$ cat config.mk
export PLATFORM = sky130hd
export DESIGN_NAME = roi_reflection_shrink_top
export DESIGN_NICKNAME = d
export VERILOG_FILES = /design/src/hw/rtl/roi_rs_pkg.sv /design/src/hw/rtl/roi_reflection_shrink_top.sv
export SDC_FILE = /design/constraint.sdc
export NUM_CORES = 1
export LEC_CHECK = 0
export BUFFER_PORTS_ARGS = -buffer_cell sky130_fd_sc_hd__buf_2
export CORE_MARGIN = 4
export CORE_UTILIZATION = 42
export DETAILED_ROUTE_END_ITERATION = 8
export SLEW_MARGIN = 20
export SYNTH_ARGS = -nofsm -noshare
export SYNTH_HDL_FRONTEND = slang
export SYNTH_SLANG_ARGS = --single-unit
$ cat constraint.sdc
create_clock -name aclk -period 10.6 [get_ports aclk]
set_input_delay 1.06 -clock aclk [delete_from_list [all_inputs] [get_ports aclk]]
set_output_delay 1.06 -clock aclk [all_outputs]
set_load 0.1 [all_outputs]
$ cat src/hw/rtl/roi_rs_pkg.sv
// Shared types and constants for the ROI reflection shrink block.
// Holds the pixel and result transaction structs and the register map.
// No dependencies.
package roi_rs_pkg;

    localparam int DIM_W  = 10;
    localparam int LUMA_W = 8;

    // Largest region dimension; results wrap at this size.
    localparam int MAX_DIM = 1024;
    localparam logic [DIM_W-1:0] DIM_MASK = DIM_W'(MAX_DIM - 1);

    localparam logic [LUMA_W-1:0] BRIGHT_THRESHOLD_RST = 8'd230;
    localparam logic [DIM_W-1:0]  NEAR_WIDTH_LIMIT_RST = 10'd100;

    localparam int PADDR_W = 3;

    typedef enum logic {
        REG_BRIGHT_THRESHOLD = 1'b0,
        REG_NEAR_WIDTH_LIMIT = 1'b1
    } reg_index_t;

    typedef struct packed {
        logic [LUMA_W-1:0] luma;
        logic [DIM_W-1:0]  col_index;
        logic [DIM_W-1:0]  row_index;
        logic [DIM_W-1:0]  region_width;
        logic [DIM_W-1:0]  region_height;
        logic              last_pixel;
    } pixel_t;

    typedef struct packed {
        logic [DIM_W-1:0] new_height;
        logic             tightened;
        logic             scanned;
    } result_t;

endpackage

$ cat src/hw/rtl/roi_reflection_shrink_top.sv
// A region's last pixel passes the input register, then its result the result register.
// Throughput: one pixel per cycle, but a last pixel stalls while the result register is
// full and m_ready is low; the input register and the scan state update in one pass, and
// the result register holds a region result while the next region's pixels flow in.
// Reset (aresetn, synchronous, active low) restores the configuration registers, empties
// both registers and closes the region. Top level of the ROI reflection shrink block:
// APB configuration, pixel scans and the height decision. Depends on roi_rs_pkg.
module roi_reflection_shrink_top (
    input  logic                               aclk,
    input  logic                               aresetn,
    input  logic                               s_valid,
    output logic                               s_ready,
    input  roi_rs_pkg::pixel_t                 s_data,
    output logic                               m_valid,
    input  logic                               m_ready,
    output roi_rs_pkg::result_t                m_data,
    input  logic                               psel,
    input  logic                               penable,
    input  logic                               pwrite,
    input  logic [roi_rs_pkg::PADDR_W-1:0]     paddr,
    input  logic [31:0]                        pwdata,
    output logic [31:0]                        prdata,
    output logic                               pready
);
    import roi_rs_pkg::*;

    logic [LUMA_W-1:0] bright_threshold_reg;
    logic [DIM_W-1:0]  near_width_limit_reg;
    reg_index_t        reg_sel;
    logic              cfg_write;

    pixel_t            in_data_reg;
    logic              in_valid_reg;
    logic              advance;

    logic              region_open_reg;
    logic [DIM_W-1:0]  left_col_reg, left_col_next;
    logic [DIM_W-1:0]  left_row_reg, left_row_next;
    logic [DIM_W-1:0]  top_col_reg, top_col_next;
    logic [DIM_W-1:0]  top_row_reg, top_row_next;
    logic              top_found_reg, top_found_next;

    result_t           out_data_reg, out_data_next;
    logic              out_valid_reg;

    logic [DIM_W-1:0]  w, h;
    logic [DIM_W-1:0]  lc, lr, tc, tr;
    logic              tf;
    logic              bright, in_window;
    logic [DIM_W-1:0]  col_gap, row_gap;
    logic              tight_ok;

    // configuration port
    assign pready    = 1'b1;
    assign reg_sel   = reg_index_t'(paddr[2]);
    assign cfg_write = psel && penable && pwrite;

    always_ff @(posedge aclk) begin
        if (!aresetn) begin
            bright_threshold_reg <= BRIGHT_THRESHOLD_RST;
            near_width_limit_reg <= NEAR_WIDTH_LIMIT_RST;
        end else if (cfg_write) begin
            case (reg_sel)
                REG_BRIGHT_THRESHOLD: bright_threshold_reg <= pwdata[LUMA_W-1:0];
                REG_NEAR_WIDTH_LIMIT: near_width_limit_reg <= pwdata[DIM_W-1:0];
                default: ;
            endcase
        end
    end

    always_comb begin
        case (reg_sel)
            REG_BRIGHT_THRESHOLD: prdata = {{(32-LUMA_W){1'b0}}, bright_threshold_reg};
            REG_NEAR_WIDTH_LIMIT: prdata = {{(32-DIM_W){1'b0}}, near_width_limit_reg};
            default:              prdata = '0;
        endcase
    end

    // handshake: a pixel leaves the input register unless it must load a full result slot that is not being taken
    assign advance = in_valid_reg &&
                     (!in_data_reg.last_pixel || !out_valid_reg || m_ready);
    assign s_ready = !in_valid_reg || advance;
    assign m_valid = out_valid_reg;
    assign m_data  = out_data_reg;

    always_ff @(posedge aclk) begin
        if (!aresetn) begin
            in_valid_reg <= 1'b0;
        end else if (s_ready) begin
            in_valid_reg <= s_valid;
        end
    end

    always_ff @(posedge aclk) begin
        if (s_ready && s_valid) begin
            in_data_reg <= s_data;
        end
    end

    // scan update
    assign w = in_data_reg.region_width;
    assign h = (in_data_reg.region_height > w) ? w : in_data_reg.region_height;

    always_comb begin
        if (region_open_reg) begin
            lc = left_col_reg;
            lr = left_row_reg;
            tc = top_col_reg;
            tr = top_row_reg;
            tf = top_found_reg;
        end else begin
            lc = w;
            lr = '0;
            tc = '0;
            tr = h;
            tf = 1'b0;
        end
    end

    assign bright    = in_data_reg.luma > bright_threshold_reg;
    assign in_window = bright && (in_data_reg.row_index < (h >> 1));

    always_comb begin
        left_col_next  = lc;
        left_row_next  = lr;
        top_col_next   = tc;
        top_row_next   = tr;
        top_found_next = tf;
        if (in_window && in_data_reg.col_index < (w >> 1)) begin
            if (in_data_reg.col_index < lc) begin
                left_col_next = in_data_reg.col_index;
                left_row_next = in_data_reg.row_index;
            end else if (in_data_reg.col_index == lc && in_data_reg.row_index > lr) begin
                left_row_next = in_data_reg.row_index;
            end
        end
        if (in_window && in_data_reg.col_index < w) begin
            if (!tf || in_data_reg.row_index < tr) begin
                top_row_next   = in_data_reg.row_index;
                top_col_next   = in_data_reg.col_index;
                top_found_next = 1'b1;
            end else if (in_data_reg.row_index == tr && in_data_reg.col_index > tc) begin
                top_col_next = in_data_reg.col_index;
            end
        end
    end

    always_ff @(posedge aclk) begin
        if (!aresetn) begin
            region_open_reg <= 1'b0;
        end else if (advance) begin
            region_open_reg <= !in_data_reg.last_pixel;
        end
    end

    always_ff @(posedge aclk) begin
        if (advance) begin
            left_col_reg  <= left_col_next;
            left_row_reg  <= left_row_next;
            top_col_reg   <= top_col_next;
            top_row_reg   <= top_row_next;
            top_found_reg <= top_found_next;
        end
    end

    // height decision
    assign col_gap  = top_col_next - left_col_next;
    assign row_gap  = left_row_next - top_row_next;
    assign tight_ok = (left_col_next < top_col_next) &&
                      (top_row_next < left_row_next) &&
                      ({col_gap, 1'b0} < {1'b0, w}) &&
                      ({row_gap, 1'b0} < {1'b0, h});

    always_comb begin
        out_data_next.scanned    = w <= near_width_limit_reg;
        out_data_next.tightened  = out_data_next.scanned && tight_ok;
        out_data_next.new_height = out_data_next.tightened ?
                                   ({row_gap[DIM_W-2:0], 1'b0} & DIM_MASK) :
                                   (h & DIM_MASK);
    end

    always_ff @(posedge aclk) begin
        if (!aresetn) begin
            out_valid_reg <= 1'b0;
        end else if (advance && in_data_reg.last_pixel) begin
            out_valid_reg <= 1'b1;
        end else if (m_ready) begin
            out_valid_reg <= 1'b0;
        end
    end

    always_ff @(posedge aclk) begin
        if (advance && in_data_reg.last_pixel) begin
            out_data_reg <= out_data_next;
        end
    end

endmodule

=== Word level (Yosys, flattened, before mapping) ===
Cells that the tools add are included.

* Register bits after elaboration: 123
* Bits of input ports: 91
* Output and inout port bits: 47
* Logic and storage cells: 86

* Add/subtract/negate cells: 2
* $lt $le $gt $ge: 14
* Equal/unequal tests: 2
* Muxes and demuxes: 22
* Bitwise gates (word level): 1
* Reduce and logical (&&, ||, !) cells: 25

{| class="wikitable"
|+ Operator list
! cell !! count
|-
| $mux 10 || 16
|-
| $pmux 32 s2 || 1
|-
| $lt 10x10->1 || 5
|-
| $gt 10x10->1 || 3
|-
| $lt 11x10->1 || 2
|-
| $eq 10x10->1 || 2
|-
| $lt 10x9->1 || 2
|-
| $sub 10x10->10 || 2
|-
| $logic_and 1x1->1 || 14
|-
| $le 10x10->1 || 1
|-
| $gt 8x8->1 || 1
|-
| $mux 1 || 5
|-
| $logic_not 1->1 || 4
|-
| $logic_or 1x1->1 || 4
|-
| $reduce_and 2->1 || 2
|-
| $reduce_bool 2->1 || 1
|-
| $not 1->1 || 1
|}

=== Logic depth before layout (Yosys ltp) ===
* Word-level depth: 14
* Mapped depth: 44
* Gate-level depth less buffers: 42

=== Worst setup path after synthesis ===
No wires, ideal clock.

* Path kind: flip-flop to flip-flop
* Start: reg in_data_reg (netlist bit w[9])
* End: reg out_data_reg (netlist bit m_data[4]) (data pin)
* Arrival: 8,036 ps
* Setup slack: 2,304 ps
* Stages on the path, launching flop included: 39
* Cells stage by stage: edfxtp_1 -> inv_1 -> ha_1 -> and4_1 -> o211ai_1 -> and3_1 -> buf_4 -> nor2_2 -> mux2i_1 -> ha_1 -> a21o_1 -> a211o_1 -> a211o_1 -> a31o_1 -> a211oi_2 -> nor4b_4 -> a221oi_4 -> a21oi_1 -> [3 not listed] -> o21ai_0 -> a21boi_0 -> o21ai_0 -> a21boi_0 -> o21ai_0 -> a21boi_0 -> nor2_1 -> ha_1 -> a21oi_1 -> o21ai_0 -> nor4_1 -> nand4_1 -> a2111oi_0 -> o221a_2 -> o21ai_2 -> a21oi_2 -> buf_6 -> mux2_4

{| class="wikitable"
|+ RTL lines
! element !! RTL line !! source
|-
| start, declared || roi_reflection_shrink_top.sv:32 || <nowiki>pixel_t in_data_reg;</nowiki>
|-
| start signal, assigned || roi_reflection_shrink_top.sv:96 || <nowiki>in_data_reg <= s_data;</nowiki>
|-
| end signal, assigned || roi_reflection_shrink_top.sv:194 || <nowiki>out_data_reg <= out_data_next;</nowiki>
|-
| end, declared || roi_reflection_shrink_top.sv:43 || <nowiki>result_t out_data_reg, out_data_next;</nowiki>
|}

==> impl_metrics.xml <==
<?xml version="1.0" encoding="UTF-8"?>
<metrics>
  <group name="run_status">
    <metric name="run_status" unit="">complete, no violations</metric>
  </group>
  <group name="finish">
    <metric name="multiInputGateArea" unit="um2">5090</metric>
    <metric name="area.growth.synth_to_final" unit="%">14.5</metric>
    <metric name="layout-drive-gt1-share" unit="%">16.0</metric>
    <metric name="stdcell_area" unit="um2">10400</metric>
    <metric name="regArea" unit="um2">3480</metric>
    <metric name="layout.nets" unit="">1256</metric>
    <metric name="largest_reg_flops" unit="">39</metric>
    <metric name="final.fill_count" unit="">1976</metric>
    <metric name="layout_commonest_cell" unit="">sky130_fd_sc_hd__ha_1</metric>
    <metric name="most-common-layout-cells" unit="">sky130_fd_sc_hd__ha_1, sky130_fd_sc_hd__nand2_1, sky130_fd_sc_hd__inv_1</metric>
    <metric name="num_antenna_cells" unit="">0</metric>
  </group>
  <group name="clock_network">
    <metric name="cts_setup_buffers" unit="">0</metric>
    <metric name="clk-insertion-delay-late" unit="ps">430</metric>
    <metric name="cts.hold.buffers_added" unit="">0</metric>
    <metric name="cts_buffer_count" unit="">17</metric>
    <metric name="clock-sinks" unit="">123</metric>
    <metric name="cts_tree" unit="">done</metric>
    <metric name="post_cts_resized" unit="">0</metric>
    <metric name="cts-htree-levels" unit="">4</metric>
    <metric name="max-clock-path-buffers" unit="">2</metric>
    <metric name="clk_transition_reported_paths" unit="ps">70</metric>
    <metric name="ctsRootBufferMaster" unit="">sky130_fd_sc_hd__clkbuf_16</metric>
  </group>
  <group name="placed_design">
    <metric name="count_of_input_and_output_buffers" unit="">90</metric>
    <metric name="gp_congestion" unit="">0.889</metric>
    <metric name="dpl-instance-area" unit="um2">9850</metric>
    <metric name="place_worst_setup_slack" unit="ps">1080</metric>
    <metric name="hpwlAfterDp" unit="mm">17.6</metric>
  </group>
  <group name="yosys">
    <metric name="ys_seq_area_share" unit="%">38.2</metric>
    <metric name="synthArstFlopShare" unit="%">0</metric>
    <metric name="syn-instance-count" unit="">941</metric>
    <metric name="synth-edff-count" unit="">102</metric>
    <metric name="leading_register_cell_type_out_of_synthesis" unit="">sky130_fd_sc_hd__edfxtp_1</metric>
    <metric name="yosys_warnings" unit="">0</metric>
    <metric name="syn_area" unit="um2">9110</metric>
    <metric name="synth-seq-cells" unit="">123</metric>
    <metric name="synth_unique_cells" unit="">82</metric>
    <metric name="synth.avg_cell_area" unit="um2">9.69</metric>
  </group>
  <group name="drt">
    <metric name="drt_iter0_drc" unit="">400</metric>
    <metric name="final_antenna_net_count" unit="">0</metric>
    <metric name="finalWirelength" unit="mm">22.5</metric>
    <metric name="post_route_drc" unit="">0</metric>
    <metric name="vias_per_cell" unit="">5.30</metric>
    <metric name="detail_route.first_pass.iterations" unit="">5</metric>
    <metric name="via_count" unit="">7033</metric>
    <metric name="routed_wl_per_cell" unit="um">17.0</metric>
  </group>
  <group name="sta">
    <metric name="slew-limit-headroom" unit="%">27.9</metric>
    <metric name="fmax" unit="MHz">104</metric>
    <metric name="fin_tns_setup" unit="ps">0</metric>
    <metric name="tightestPinTransition" unit="ps">1080</metric>
    <metric name="slew_viols_final" unit="">0</metric>
    <metric name="setup_violations" unit="">0</metric>
    <metric name="setup_ws" unit="ps">967</metric>
    <metric name="finalHoldViolations" unit="">0</metric>
    <metric name="grt_setup_unrepaired" unit="">false</metric>
    <metric name="finalWorstPathRequiredPeriod" unit="ps">9630</metric>
    <metric name="min_period_over_period" unit="%">90.9</metric>
    <metric name="timing.clock.skew" unit="ps">13.6</metric>
  </group>
  <group name="floorplanning">
    <metric name="core.rowCount" unit="">53</metric>
    <metric name="die-area" unit="um2">24100</metric>
    <metric name="initial_utilization" unit="%">43.1</metric>
    <metric name="chipHeight" unit="um">155</metric>
    <metric name="io_pins" unit="">138</metric>
    <metric name="floorplan.die.width" unit="um">155</metric>
    <metric name="fp.coreArea" unit="um2">21200</metric>
  </group>
  <group name="global_route">
    <metric name="grt_start_max_net_pins" unit="">47</metric>
    <metric name="grt_overflow" unit="">0</metric>
    <metric name="number_of_antenna_violations_at_the_first_check_in_global_routing" unit="">0</metric>
    <metric name="grt_use_total" unit="%">19.1</metric>
    <metric name="first_global_vias" unit="">6772</metric>
    <metric name="grt_first_pass_wirelength" unit="mm">36.2</metric>
  </group>
  <group name="hold_path">
    <metric name="hold_class" unit="">flip-flop to flip-flop</metric>
    <metric name="worstHoldPathCells" unit="">2</metric>
  </group>
  <group name="setup_path">
    <metric name="rr_worst_depth" unit="">35</metric>
    <metric name="timing.critical_path.from_type" unit="">flip-flop</metric>
    <metric name="cpPeakStageDelay" unit="ps">550</metric>
    <metric name="critical_path.endpoint_type" unit="">flip-flop</metric>
    <metric name="critical-path-slowest-cell" unit="">sky130_fd_sc_hd__mux2i_1</metric>
    <metric name="critPathArrivalTime" unit="ps">9810</metric>
    <metric name="crit_type" unit="">flip-flop to flip-flop</metric>
    <metric name="critPathMostFrequentCell" unit="">sky130_fd_sc_hd__ha_1</metric>
    <metric name="critPathMaxFanout" unit="">9</metric>
    <metric name="data_required_time_at_the_worst_endpoint" unit="ps">10780</metric>
  </group>
  <group name="job">
    <metric name="maxcap_violations" unit="">0</metric>
  </group>
  <group name="pwr">
    <metric name="pwr_density_cell" unit="nW/um2">152</metric>
    <metric name="leakage" unit="nW">4.59</metric>
    <metric name="finalPower" unit="mW">1.59</metric>
    <metric name="power.ir.vdd_worst" unit="mV">0.111</metric>
  </group>
</metrics>
[cells by family after synthesis]
group	count (synthesis)	share of synthesized area (%)
AO/OA/AOI/OAI	239	17.9
XOR/XNOR	16	1.54
flip-flops	123	38.2
other	2	0.0824
adder cells (fa/ha/maj)	127	17.5
buffers and inverters	147	7.18
AND/OR/NAND/NOR	253	13.6
multiplexers	34	4.01
[Yosys cell counts, types with 6 or more instances]
cell type | instances | area [um2]
sky130_fd_sc_hd__a21oi_1 | 45 | 225
sky130_fd_sc_hd__inv_1 | 103 | 387
sky130_fd_sc_hd__nor2_1 | 37 | 139
sky130_fd_sc_hd__nand2b_1 | 7 | 43.8
sky130_fd_sc_hd__o21ai_0 | 60 | 300
sky130_fd_sc_hd__and2_1 | 12 | 75.1
sky130_fd_sc_hd__dfxtp_1 | 21 | 420
sky130_fd_sc_hd__nand2_1 | 111 | 417
sky130_fd_sc_hd__a21o_1 | 28 | 210
sky130_fd_sc_hd__xnor2_1 | 11 | 96.3
sky130_fd_sc_hd__nor3_1 | 12 | 60.1
sky130_fd_sc_hd__edfxtp_1 | 102 | 3060
sky130_fd_sc_hd__o21a_1 | 11 | 82.6
sky130_fd_sc_hd__o211ai_1 | 17 | 128
sky130_fd_sc_hd__mux2_2 | 6 | 67.6
sky130_fd_sc_hd__a21boi_0 | 16 | 120
sky130_fd_sc_hd__ha_1 | 125 | 1560
sky130_fd_sc_hd__nand4_1 | 19 | 119
sky130_fd_sc_hd__nor2b_1 | 14 | 87.6
sky130_fd_sc_hd__nand3_1 | 15 | 75.1
sky130_fd_sc_hd__buf_4 | 25 | 188
sky130_fd_sc_hd__clkbuf_1 | 16 | 60.1
sky130_fd_sc_hd__mux2i_1 | 26 | 260
[per-stage QoR]
| stage | util [%] | hold WS [ps] | std cells |
|---|---|---|---|
| after floorplan | - | 443 | 962 |
| after global placement | 46.5 | 452 | 1295 |
| after detailed placement | 46.5 | 458 | 1295 |
| after CTS | 49.3 | 467 | 1327 |
| after global routing | 49.3 | 508 | 1327 |
| final | 49.3 | 466 | 1327 |
[per-layer routing]
layer / part of all wire (%) / wire [um] / up-vias / global-route usage, %
met2: 43 / 9580 / 211 / 28.2
met4: 2.5 / 561 / 0 / 6.79
met5: 0 / 0 / - / 0
met1: 49 / 11000 / 3201 / 27.5
li1: - / - / 3590 / -
met3: 6.1 / 1370 / 31 / 4.09
[worst paths after layout]
kind	slack, ps	end	startpoint
worst max register to register	970	m_data[11]	w[8]
worst min register to register	470	bright_threshold_reg[3]	bright_threshold_reg[3]
worst max-delay path	970	m_data[11]	w[8]
worst min-delay path	470	bright_threshold_reg[3]	bright_threshold_reg[3]
[cell type report]
type | count | area share, %
multi-input cells | 692 | 48.8
flip-flops and latches | 123 | 33.4
repair buffers | 102 | 5.18
clock buffers | 17 | 4.08
inverters | 103 | 3.71
well taps | 275 | 3.30
clock inverters | 15 | 1.55
[critical path: cells and delay by family, from the launching register on]
kind	cells	cell delay, ps
flops	1	440
buf+inv	1	180
xor+xnor	1	240
fa+ha+maj	4	1240
simple gates	12	2840
compound gates	15	3490
mux	2	940
[power breakdown]
part / internal, mW / switching, mW
Combinational: 0.148 / 0.274
Clock: 0.336 / 0.256
Sequential: 0.555 / 0.0217
(Power assumes the default switching activity.)
